==> config.mk <==
export PLATFORM = sky130hd
export DESIGN_NAME = log_energy_cepstrum_core
export DESIGN_NICKNAME = d
export VERILOG_FILES = /design/src/lec_pkg.sv /design/src/lec_log_unit.sv /design/src/lec_cell.sv /design/src/lec_mac.sv /design/src/log_energy_cepstrum_core.sv
export SDC_FILE = /design/constraint.sdc
export NUM_CORES = 2
export LEC_CHECK = 0
export ABC_AREA = 1
export BUFFER_PORTS_ARGS = -buffer_cell sky130_fd_sc_hd__buf_2
export CORE_UTILIZATION = 33
export DETAILED_ROUTE_END_ITERATION = 8
export GPL_ROUTABILITY_DRIVEN = 0
export PLACE_DENSITY = 0.46
export SYNTH_ARGS = -nofsm -noshare
export SYNTH_HDL_FRONTEND = slang
export SYNTH_HIERARCHICAL = 1
export SYNTH_SLANG_ARGS = --single-unit
export TNS_END_PERCENT = 20
==> constraint.sdc <==
create_clock -name clock -period 37.9 [get_ports clock]
set_input_delay 3.79 -clock clock [delete_from_list [all_inputs] [get_ports clock]]
set_output_delay 3.79 -clock clock [all_outputs]
set_load 0.02 [all_outputs]
==> src/lec_pkg.sv <==
package lec_pkg;

   localparam int ENERGY_W = 32;
   localparam int LOG_W    = 24;
   localparam int SIN_W    = 15;
   localparam int COS_W    = 16;
   localparam int COEF_W   = 25;
   localparam int CIDX_W   = 6;

   localparam int NUM_COEFFS = 20;

   localparam int LOG_FRAC_BITS = 20;
   localparam int NORM_STEPS    = 5;
   localparam int SIN_FRAC      = 14;
   localparam int TERM_ROUND    = 8192;

   localparam logic [29:0] LOG10_2_Q30        = 30'd323228497;
   localparam logic signed [55:0] LOG_ROUND   = 56'sd8589934592;

   localparam longint SIN_C1 = 64'sd1686629713;
   localparam longint SIN_C3 = -64'sd693598668;
   localparam longint SIN_C5 = 64'sd85569306;
   localparam longint SIN_C7 = -64'sd5026996;
   localparam longint SIN_C9 = 64'sd172272;

   localparam logic signed [31:0] COEF_MAX = 32'sd16777215;
   localparam logic signed [31:0] COEF_MIN = -32'sd16777216;

   typedef enum logic [2:0] {
      LOG_IDLE,
      LOG_NORM,
      LOG_SQUARE,
      LOG_SCALE,
      LOG_DONE
   } log_state_type;

   typedef enum logic [1:0] {
      SEQ_IDLE,
      SEQ_RUN,
      SEQ_WAIT,
      SEQ_WRITE
   } seq_state_type;

   typedef struct packed {
      logic frame_start;
      logic next_coeff;
      logic issue;
      logic first;
      logic last;
   } mac_ctrl_type;

   // sin(pi/2 * u/N) in Q1.14 from the Q30 angle, odd Taylor series to degree 9
   function automatic logic [SIN_W-1:0] sin_quarter(input longint angle);
      longint t2;
      longint p;
      longint s;
      t2 = (angle * angle) >>> 30;
      p = SIN_C9;
      p = SIN_C7 + ((p * t2) >>> 30);
      p = SIN_C5 + ((p * t2) >>> 30);
      p = SIN_C3 + ((p * t2) >>> 30);
      p = SIN_C1 + ((p * t2) >>> 30);
      s = (p * angle) >>> 30;
      s = (s + 64'sd32768) >>> 16;
      if (s < 0) s = 0;
      if (s > 16384) s = 16384;
      return SIN_W'(s);
   endfunction

endpackage

==> src/lec_log_unit.sv <==
module lec_log_unit (
   input  logic                                 clock,
   input  logic                                 reset,
   input  logic                                 start,
   input  logic [lec_pkg::ENERGY_W-1:0]         energy,
   output logic                                 idle,
   output logic                                 done,
   output logic signed [lec_pkg::LOG_W-1:0]     log_value
);

   localparam int CNT_W = $clog2(lec_pkg::LOG_FRAC_BITS);

   lec_pkg::log_state_type state_ff, state_in;
   logic [CNT_W-1:0]  cnt_ff, cnt_in;

   logic [31:0]       x_ff;
   logic [4:0]        zc_ff;
   logic [30:0]       y_ff;
   logic [lec_pkg::LOG_FRAC_BITS-1:0] frac_ff;
   logic signed [55:0] prod_ff;

   logic [31:0]       norm_x;
   logic [4:0]        norm_z;
   logic [61:0]       square;
   logic [31:0]       sq_top;
   logic [4:0]        msb_pos;
   logic signed [5:0] exp_off;
   logic signed [25:0] log2_val;
   logic signed [55:0] rnd_sum;

   // one binary-search step of the leading-one normalization per cycle
   always_comb begin
      norm_x = x_ff;
      norm_z = zc_ff;
      case (cnt_ff)
         CNT_W'(0): if (x_ff[31:16] == '0) begin
            norm_x = {x_ff[15:0], 16'h0};
            norm_z = zc_ff + 5'd16;
         end
         CNT_W'(1): if (x_ff[31:24] == '0) begin
            norm_x = {x_ff[23:0], 8'h0};
            norm_z = zc_ff + 5'd8;
         end
         CNT_W'(2): if (x_ff[31:28] == '0) begin
            norm_x = {x_ff[27:0], 4'h0};
            norm_z = zc_ff + 5'd4;
         end
         CNT_W'(3): if (x_ff[31:30] == '0) begin
            norm_x = {x_ff[29:0], 2'h0};
            norm_z = zc_ff + 5'd2;
         end
         default: if (!x_ff[31]) begin
            norm_x = {x_ff[30:0], 1'b0};
            norm_z = zc_ff + 5'd1;
         end
      endcase
   end

   assign square   = y_ff * y_ff;
   assign sq_top   = square[61:30];
   assign msb_pos  = 5'd31 - zc_ff;
   assign exp_off  = $signed({1'b0, msb_pos}) - 6'sd16;
   assign log2_val = $signed({exp_off, frac_ff});
   assign rnd_sum  = prod_ff + lec_pkg::LOG_ROUND;
   assign log_value = lec_pkg::LOG_W'($signed(rnd_sum[55:34]));

   always_comb begin
      state_in = state_ff;
      idle = 1'b0;
      done = 1'b0;
      unique case (state_ff)
         lec_pkg::LOG_IDLE: begin
            idle = 1'b1;
            if (start) state_in = lec_pkg::LOG_NORM;
         end
         lec_pkg::LOG_NORM: begin
            if (cnt_ff == CNT_W'(lec_pkg::NORM_STEPS - 1)) state_in = lec_pkg::LOG_SQUARE;
         end
         lec_pkg::LOG_SQUARE: begin
            if (cnt_ff == CNT_W'(lec_pkg::LOG_FRAC_BITS - 1)) state_in = lec_pkg::LOG_SCALE;
         end
         lec_pkg::LOG_SCALE: begin
            state_in = lec_pkg::LOG_DONE;
         end
         lec_pkg::LOG_DONE: begin
            done = 1'b1;
            state_in = lec_pkg::LOG_IDLE;
         end
         default: state_in = lec_pkg::LOG_IDLE;
      endcase
      cnt_in = (state_in != state_ff) ? '0 : cnt_ff + CNT_W'(1);
   end

   always_ff @(posedge clock) begin
      if (reset) begin
         state_ff <= lec_pkg::LOG_IDLE;
         cnt_ff   <= '0;
      end else begin
         state_ff <= state_in;
         cnt_ff   <= cnt_in;
      end
   end

   always_ff @(posedge clock) begin
      case (state_ff)
         lec_pkg::LOG_IDLE: begin
            if (start) begin
               // zero energy counts as one LSB
               x_ff  <= (energy == '0) ? lec_pkg::ENERGY_W'(1) : energy;
               zc_ff <= '0;
            end
         end
         lec_pkg::LOG_NORM: begin
            x_ff  <= norm_x;
            zc_ff <= norm_z;
            y_ff  <= norm_x[31:1];
         end
         lec_pkg::LOG_SQUARE: begin
            if (sq_top[31]) begin
               y_ff    <= sq_top[31:1];
               frac_ff <= {frac_ff[lec_pkg::LOG_FRAC_BITS-2:0], 1'b1};
            end else begin
               y_ff    <= sq_top[30:0];
               frac_ff <= {frac_ff[lec_pkg::LOG_FRAC_BITS-2:0], 1'b0};
            end
         end
         lec_pkg::LOG_SCALE: begin
            prod_ff <= log2_val * $signed(lec_pkg::LOG10_2_Q30);
         end
         default: ;
      endcase
   end

endmodule

==> src/lec_cell.sv <==
module lec_cell (
   input  logic                              clock,
   input  logic                              shift_en,
   input  logic signed [lec_pkg::LOG_W-1:0]  d_in,
   output logic signed [lec_pkg::LOG_W-1:0]  q_out
);

   logic signed [lec_pkg::LOG_W-1:0] value_ff;

   always_ff @(posedge clock) begin
      if (shift_en) value_ff <= d_in;
   end

   assign q_out = value_ff;

endmodule

==> src/lec_mac.sv <==
module lec_mac #(
   parameter int NUM_BANDS = 24,
   parameter int ACC_W     = 26
) (
   input  logic                              clock,
   input  logic                              reset,
   input  lec_pkg::mac_ctrl_type             ctrl,
   input  logic signed [lec_pkg::LOG_W-1:0]  log_head,
   output logic                              done,
   output logic signed [ACC_W-1:0]           acc
);

   localparam int PHASE_MOD = 4 * NUM_BANDS;
   localparam int PHASE_W   = $clog2(PHASE_MOD);
   localparam int U_W       = $clog2(NUM_BANDS + 1);
   localparam int PROD_W    = lec_pkg::LOG_W + lec_pkg::COS_W;

   logic [lec_pkg::SIN_W-1:0] sin_rom [NUM_BANDS+1];

   for (genvar g = 0; g <= NUM_BANDS; g++) begin : g_sin
      localparam longint Angle = ((longint'(g) <<< 30) + NUM_BANDS / 2) / NUM_BANDS;
      localparam logic [lec_pkg::SIN_W-1:0] Sine = lec_pkg::sin_quarter(Angle);
      assign sin_rom[g] = Sine;
   end

   logic [PHASE_W-1:0] base_ff, step_ff, m_ff;
   logic [PHASE_W:0]   base_sum, step_sum, m_sum;
   logic [PHASE_W-1:0] base_in, step_in, m_cur, m_next, rem_full;
   logic [1:0]         quad;
   logic [U_W-1:0]     u_idx;
   logic [lec_pkg::SIN_W-1:0] sin_val;
   logic signed [lec_pkg::COS_W-1:0] cos_val;

   logic signed [lec_pkg::COS_W-1:0] cos_ff;
   logic signed [lec_pkg::LOG_W-1:0] log_ff;
   logic                      v1_ff, first1_ff, last1_ff;
   logic signed [PROD_W-1:0]  prod_ff, prod_rnd;
   logic                      v2_ff, first2_ff, last2_ff;
   logic signed [ACC_W-1:0]   acc_ff, term;
   logic                      done_ff;

   // phase (j+1)(2i+1) mod 4N stepped by 2(j+1) along the bands
   always_comb begin
      base_sum = {1'b0, base_ff} + (PHASE_W+1)'(1);
      base_in  = (base_sum >= (PHASE_W+1)'(PHASE_MOD)) ?
                 PHASE_W'(base_sum - (PHASE_W+1)'(PHASE_MOD)) : PHASE_W'(base_sum);
      step_sum = {1'b0, step_ff} + (PHASE_W+1)'(2);
      step_in  = (step_sum >= (PHASE_W+1)'(PHASE_MOD)) ?
                 PHASE_W'(step_sum - (PHASE_W+1)'(PHASE_MOD)) : PHASE_W'(step_sum);
      m_cur    = ctrl.first ? base_ff : m_ff;
      m_sum    = {1'b0, m_cur} + {1'b0, step_ff};
      m_next   = (m_sum >= (PHASE_W+1)'(PHASE_MOD)) ?
                 PHASE_W'(m_sum - (PHASE_W+1)'(PHASE_MOD)) : PHASE_W'(m_sum);
   end

   // quadrant and mirrored index into the quarter-wave sine table
   always_comb begin
      if (m_cur >= PHASE_W'(3 * NUM_BANDS)) begin
         quad     = 2'd3;
         rem_full = m_cur - PHASE_W'(3 * NUM_BANDS);
      end else if (m_cur >= PHASE_W'(2 * NUM_BANDS)) begin
         quad     = 2'd2;
         rem_full = m_cur - PHASE_W'(2 * NUM_BANDS);
      end else if (m_cur >= PHASE_W'(NUM_BANDS)) begin
         quad     = 2'd1;
         rem_full = m_cur - PHASE_W'(NUM_BANDS);
      end else begin
         quad     = 2'd0;
         rem_full = m_cur;
      end
      u_idx   = quad[0] ? U_W'(rem_full) : U_W'(NUM_BANDS) - U_W'(rem_full);
      sin_val = sin_rom[u_idx];
      cos_val = (quad[1] ^ quad[0]) ? -$signed({1'b0, sin_val}) : $signed({1'b0, sin_val});
   end

   assign prod_rnd = prod_ff + PROD_W'(lec_pkg::TERM_ROUND);
   assign term     = ACC_W'($signed(prod_rnd[PROD_W-1:lec_pkg::SIN_FRAC]));

   always_ff @(posedge clock) begin
      if (reset) begin
         v1_ff   <= 1'b0;
         v2_ff   <= 1'b0;
         done_ff <= 1'b0;
         base_ff <= PHASE_W'(1);
         step_ff <= PHASE_W'(2);
      end else begin
         v1_ff   <= ctrl.issue;
         v2_ff   <= v1_ff;
         done_ff <= v2_ff && last2_ff;
         if (ctrl.frame_start) begin
            base_ff <= PHASE_W'(1);
            step_ff <= PHASE_W'(2);
         end else if (ctrl.next_coeff) begin
            base_ff <= base_in;
            step_ff <= step_in;
         end
      end
   end

   always_ff @(posedge clock) begin
      if (ctrl.issue) m_ff <= m_next;
      cos_ff    <= cos_val;
      log_ff    <= log_head;
      first1_ff <= ctrl.first;
      last1_ff  <= ctrl.last;
      prod_ff   <= log_ff * cos_ff;
      first2_ff <= first1_ff;
      last2_ff  <= last1_ff;
      if (v2_ff) acc_ff <= first2_ff ? term : acc_ff + term;
   end

   assign done = done_ff;
   assign acc  = acc_ff;

endmodule

==> src/log_energy_cepstrum_core.sv <==
// Channel  Direction  Ports                                         Moves
// req      in         req_valid/req_ready, req_band_energy          one band energy request
// rsp      out        rsp_valid/rsp_ready, rsp_coefficient,         one cepstral coefficient
//                     rsp_coeff_index, rsp_last_coeff
//
// A band request holds the log unit through normalization, squaring per fraction bit,
// scale and round; the next request is taken in the cycle after the log lands in the ring.
// After the last band of a frame the single MAC walks the ring once per coefficient;
// no request is taken meanwhile. A held result with rsp_ready low stalls the sequencer
// before it loads the next coefficient. Synchronous reset clears control; ring contents
// stay undefined until a frame has been loaded.
module log_energy_cepstrum_core #(
   parameter int NUM_BANDS = 24
) (
   input  logic                                  clock,
   input  logic                                  reset,
   input  logic                                  req_valid,
   output logic                                  req_ready,
   input  logic [lec_pkg::ENERGY_W-1:0]          req_band_energy,
   output logic                                  rsp_valid,
   input  logic                                  rsp_ready,
   output logic signed [lec_pkg::COEF_W-1:0]     rsp_coefficient,
   output logic [lec_pkg::CIDX_W-1:0]            rsp_coeff_index,
   output logic                                  rsp_last_coeff
);

   localparam int BAND_W = $clog2(NUM_BANDS);
   localparam int ACC_W  = 21 + BAND_W;

   lec_pkg::seq_state_type seq_state_ff, seq_state_in;
   lec_pkg::mac_ctrl_type  mac_ctrl;

   logic [BAND_W-1:0]          band_cnt_ff, issue_cnt_ff;
   logic [lec_pkg::CIDX_W-1:0] coeff_ff;

   logic                       log_start, log_idle, log_done;
   logic signed [lec_pkg::LOG_W-1:0] log_value;
   logic                       frame_done, rotate, ring_shift;
   logic                       issue_last, coeff_last, rsp_load;
   logic                       mac_done;
   logic signed [ACC_W-1:0]    mac_acc;
   logic signed [31:0]         acc_wide;
   logic signed [lec_pkg::COEF_W-1:0] sat_coef;

   logic                       rsp_valid_ff;
   logic signed [lec_pkg::COEF_W-1:0] rsp_coefficient_ff;
   logic [lec_pkg::CIDX_W-1:0] rsp_coeff_index_ff;
   logic                       rsp_last_coeff_ff;

   logic signed [lec_pkg::LOG_W-1:0] cell_q [NUM_BANDS];

   lec_log_unit u_log (
      .clock     (clock),
      .reset     (reset),
      .start     (log_start),
      .energy    (req_band_energy),
      .idle      (log_idle),
      .done      (log_done),
      .log_value (log_value)
   );

   // new logs enter at the tail; during a coefficient pass the head wraps to the tail
   for (genvar k = 0; k < NUM_BANDS; k++) begin : g_ring
      logic signed [lec_pkg::LOG_W-1:0] feed;
      if (k == NUM_BANDS - 1) begin : g_tail
         assign feed = rotate ? cell_q[0] : log_value;
      end else begin : g_body
         assign feed = cell_q[k+1];
      end
      lec_cell u_cell (
         .clock    (clock),
         .shift_en (ring_shift),
         .d_in     (feed),
         .q_out    (cell_q[k])
      );
   end

   lec_mac #(
      .NUM_BANDS (NUM_BANDS),
      .ACC_W     (ACC_W)
   ) u_mac (
      .clock    (clock),
      .reset    (reset),
      .ctrl     (mac_ctrl),
      .log_head (cell_q[0]),
      .done     (mac_done),
      .acc      (mac_acc)
   );

   assign req_ready  = log_idle && (seq_state_ff == lec_pkg::SEQ_IDLE);
   assign log_start  = req_valid && req_ready;
   assign frame_done = log_done && (band_cnt_ff == BAND_W'(NUM_BANDS - 1));
   assign rotate     = (seq_state_ff == lec_pkg::SEQ_RUN);
   assign ring_shift = rotate || log_done;
   assign issue_last = (issue_cnt_ff == BAND_W'(NUM_BANDS - 1));
   assign coeff_last = (coeff_ff == lec_pkg::CIDX_W'(lec_pkg::NUM_COEFFS - 1));
   assign rsp_load   = (seq_state_ff == lec_pkg::SEQ_WRITE) && (!rsp_valid_ff || rsp_ready);

   assign mac_ctrl.frame_start = frame_done;
   assign mac_ctrl.next_coeff  = rsp_load && !coeff_last;
   assign mac_ctrl.issue       = rotate;
   assign mac_ctrl.first       = rotate && (issue_cnt_ff == '0);
   assign mac_ctrl.last        = rotate && issue_last;

   always_comb begin
      seq_state_in = seq_state_ff;
      unique case (seq_state_ff)
         lec_pkg::SEQ_IDLE:  if (frame_done) seq_state_in = lec_pkg::SEQ_RUN;
         lec_pkg::SEQ_RUN:   if (issue_last) seq_state_in = lec_pkg::SEQ_WAIT;
         lec_pkg::SEQ_WAIT:  if (mac_done) seq_state_in = lec_pkg::SEQ_WRITE;
         lec_pkg::SEQ_WRITE: begin
            if (rsp_load) seq_state_in = coeff_last ? lec_pkg::SEQ_IDLE : lec_pkg::SEQ_RUN;
         end
         default: seq_state_in = lec_pkg::SEQ_IDLE;
      endcase
   end

   // clamp the sum to the signed Q8.16 range
   always_comb begin
      acc_wide = 32'(mac_acc);
      if (acc_wide > lec_pkg::COEF_MAX) begin
         sat_coef = lec_pkg::COEF_W'(lec_pkg::COEF_MAX);
      end else if (acc_wide < lec_pkg::COEF_MIN) begin
         sat_coef = lec_pkg::COEF_W'(lec_pkg::COEF_MIN);
      end else begin
         sat_coef = acc_wide[lec_pkg::COEF_W-1:0];
      end
   end

   always_ff @(posedge clock) begin
      if (reset) begin
         seq_state_ff <= lec_pkg::SEQ_IDLE;
         band_cnt_ff  <= '0;
         issue_cnt_ff <= '0;
         coeff_ff     <= '0;
         rsp_valid_ff <= 1'b0;
      end else begin
         seq_state_ff <= seq_state_in;
         if (log_done) band_cnt_ff <= frame_done ? '0 : band_cnt_ff + BAND_W'(1);
         if (rotate) issue_cnt_ff <= issue_last ? '0 : issue_cnt_ff + BAND_W'(1);
         if (frame_done) begin
            coeff_ff <= '0;
         end else if (mac_ctrl.next_coeff) begin
            coeff_ff <= coeff_ff + lec_pkg::CIDX_W'(1);
         end
         if (rsp_load) begin
            rsp_valid_ff <= 1'b1;
         end else if (rsp_ready) begin
            rsp_valid_ff <= 1'b0;
         end
      end
   end

   always_ff @(posedge clock) begin
      if (rsp_load) begin
         rsp_coefficient_ff <= sat_coef;
         rsp_coeff_index_ff <= coeff_ff;
         rsp_last_coeff_ff  <= coeff_last;
      end
   end

   assign rsp_valid       = rsp_valid_ff;
   assign rsp_coefficient = rsp_coefficient_ff;
   assign rsp_coeff_index = rsp_coeff_index_ff;
   assign rsp_last_coeff  = rsp_last_coeff_ff;

   a_no_insert_during_pass: assert property (@(posedge clock) disable iff (reset)
      !(log_done && rotate))
      else $error("log result arrived while the ring was rotating");

   a_mac_done_when_waiting: assert property (@(posedge clock) disable iff (reset)
      mac_done |-> (seq_state_ff == lec_pkg::SEQ_WAIT))
      else $error("MAC finished outside the wait state");

   a_frame_start: assert property (@(posedge clock) disable iff (reset)
      frame_done |=> (seq_state_ff == lec_pkg::SEQ_RUN) && (coeff_ff == '0)
                     && (issue_cnt_ff == '0))
      else $error("coefficient pass did not start cleanly after a full frame");

   a_frame_end: assert property (@(posedge clock) disable iff (reset)
      (rsp_load && coeff_last) |-> (band_cnt_ff == '0))
      else $error("band count not cleared at the end of a frame");

endmodule
==> out/results.ini <==
[outcome]
outcome=completed

[critical_path]
cp_slowest_cell=edfxtp_1
crit_top_cell=nand2_1
r2r_end=u_log/y_ff[8]
required_ns=38.35
timing.rr.start=u_log/y_ff[4]
r2r_cells=31
rrSetupSlack_ns=29.11
cp_slowest_stage_delay_ns=0.93
crit_path_max_fanout=30
worstPathArrival_ns=9.24
start_kind=register
end_kind=register
critical_path_class=reg2reg

[yosys]
synth-edff-count=752
yosysSeqAreaShare_pct=28.02
postSynthAreaPerCell_um2=9.163
netlist_instances=9683
synth_seq_cells=866
ys_types=67
syn-num-nets=11727
netlist_area_um2=88730
async_flop_share_pct=0
yosys_warnings=6
synth-main-ff-cell=edfxtp_1

[clock_tree]
cts.clk_slew.worst_paths_ns=0.06
postCtsSetupRepairBufs=0
cts_tree=built
cts_buffer_depth=3
clk_latency_ns=0.75
cts_max_level=3
cts_made_buffers=99
postCtsHoldBufs=0
cts.sinks=866
root_buffer=clkbuf_16
cts_resized=0

[drt]
first_pass_iters=6
routed_wl_um=226400
drt-met1-wl_um=105100
route.met2.wl_um=107800
detail-route-antenna-nets=0
vias=60809
wl_met3_um=8489
drcViolationCount=0
wl_per_cell_um=17.00
top_layer_used=met4
dr.first_iter.drc_count=3922
routed_via_density=4.567

[cells_and_area]
areaGrowthSynthToFinish_pct=8.696
final_common_cell=inv_1
drive_above_1_share_pct=4.579
multi_input_area_um2=52740
seqCellArea_um2=24860
nNetsFinal=11723
design_area_um2=96440
fin_util_pct=36.03
fill_cells=27585
final_cell_mix=inv_1 (2662), nand2_1 (2160), fa_1 (1309), edfxtp_1 (752), ha_1 (698)

[placement]
detailed_place_hpwl_um=177400
placedInstanceArea_um2=93040
portBuffers=69

[hold_path]
worstHoldEndpoint=u_mac/first2_ff
whs_path_depth=0
hold_start=u_mac/first1_ff
min_path_type=reg2reg

[global_route]
antenna_found_initial=3
grt_pass1_wl_um=364700
grt.total_usage_pct=17.09
grt_pass1_vias=64788
grt_overflow=0
grt_max_degree=203

[timing]
setup_viol=0
skew_ns=0.06835
setup-tns-final_ns=0
worstMarginPinSlew_ns=1.154
fin_hold_ws_ns=0.3278
hold_violations=0
final-max-slew-violation-count=0
fin_crit_ns=8.795
timing.slew.headroom_pct=23.05
fin_crit_sh_pct=23.21
fmax_ghz=0.1137
rsz0062_at_grt=no

[flow_run]
max-cap-violations=0

[floorplan]
coreArea_um2=267700
io_pins=70
rows=190
die_x_um=520.5
die-area_um2=271000
start_util_pct=33.15
die_h_um=520.5

## layout make-up
cell class | count | share of cell area (%)
Antenna cell | 1 | 0.002595
Clock buffer | 126 | 2.807
Clock inverter | 59 | 0.7174
Inverter | 2685 | 10.46
Multi-Input combinational cell | 5887 | 54.69
Sequential cell | 866 | 25.78
Tap cell | 3552 | 4.608
Timing Repair Buffer | 140 | 0.9367
## logic make-up after synthesis
| group | after synthesis | share of synthesized area [%] |
|---|---|---|
| buffers and inverters | 2930 | 12.57 |
| AND/OR/NAND/NOR | 3014 | 13.96 |
| adder cells (fa/ha/maj) | 2008 | 39.39 |
| XOR/XNOR | 154 | 1.520 |
| AO/OA/AOI/OAI | 711 | 4.538 |
| flip-flops | 866 | 28.02 |
## how the worst max path moves through the flow
stage,start,to,slack [ns],cells past startpoint
2_1_floorplan,seq_state_ff[1],g_ring[0].u_cell/q_out[0],23.40,5
3_3_place_gp,u_log/y_ff[4],u_log/y_ff[18],29.12,31
3_5_place_dp,u_log/y_ff[4],u_log/y_ff[18],29.10,31
4_1_cts,u_log/y_ff[4],u_log/y_ff[12],29.07,31
5_1_grt,u_log/y_ff[4],u_log/y_ff[29],28.63,31
6_report,u_log/y_ff[4],u_log/y_ff[8],29.11,31
## stage by stage
| step | setup slack, ns | cells |
|---|---|---|
| 6_report | 29.11 | 13316 |
| 5_1_grt | 28.63 | 13316 |
| 4_1_cts | 29.07 | 13315 |
| 3_5_place_dp | 29.10 | 13130 |
| 3_3_place_gp | 29.12 | 13130 |
| 2_1_floorplan | 23.40 | 9683 |
## worst max-delay path, delay by kind of cell, from the launching register on
| kind | cells | cell delay [ns] |
|---|---|---|
| fa+ha+maj | 9 | 4.40 |
| simple gates | 14 | 2.29 |
| flops | 1 | 0.93 |
| buf+inv | 8 | 0.89 |
## metal layers
layer	vias to the layer above	global-route usage (%)
met4	0	4.114
li1	29102	-
met2	1197	28.78
met1	30238	23.57
met3	272	1.680
met5	-	0
## synth_stat cells (8+ instances only)
library cell,n,share of area (%)
dfxtp_1,114,2.6
nand3_1,199,1.1
a21oi_1,263,1.5
nand4_1,54,0.38
a22oi_1,9,0.076
o21ai_0,237,1.3
nor3_1,47,0.27
clkbuf_1,193,0.82
nand2_1,2161,9.1
inv_1,2662,11
fa_1,1309,30
edfxtp_1,752,25
nor2_2,8,0.056
buf_2,17,0.096
xnor2_1,55,0.54
xor2_1,99,0.98
or2_2,22,0.16
buf_1,14,0.059
nor4_1,18,0.13
a211oi_1,20,0.17
buf_4,10,0.085
nor2_1,406,1.7
o21ai_1,28,0.16
o211ai_1,20,0.17
a21o_1,17,0.14
nand3b_1,14,0.12
nand3_2,12,0.14
o21bai_1,20,0.17
inv_2,20,0.085
nor2_4,12,0.15
ha_1,699,9.9
nand2_2,33,0.23
buf_6,10,0.13
a31oi_1,31,0.22
o22ai_1,17,0.12
## state kept, by name (all words and copies together), names as in the netlist, 2 cells and up
name,count
u_mac/log_ff,24
u_mac/acc,26
u_mac/base_ff,7
seq_state_ff,2
u_mac/step_ff,6
u_log/y_ff,31
u_log/cnt_ff,5
u_mac/m_ff,7
coeff_ff,6
rsp_coefficient,25
rsp_coeff_index,6
issue_cnt_ff,5
u_log/state_ff,3
u_mac/cos_ff,16
u_log/x_ff,32
g_ring.u_cell/q_out,576
u_log/zc_ff,5
u_log/prod_ff,23
band_cnt_ff,5
u_mac/prod_ff,27
u_log/frac_ff,20
Power is not shown: default switching activity piles up to over one toggle a cycle in this logic, so the estimate is an artifact.
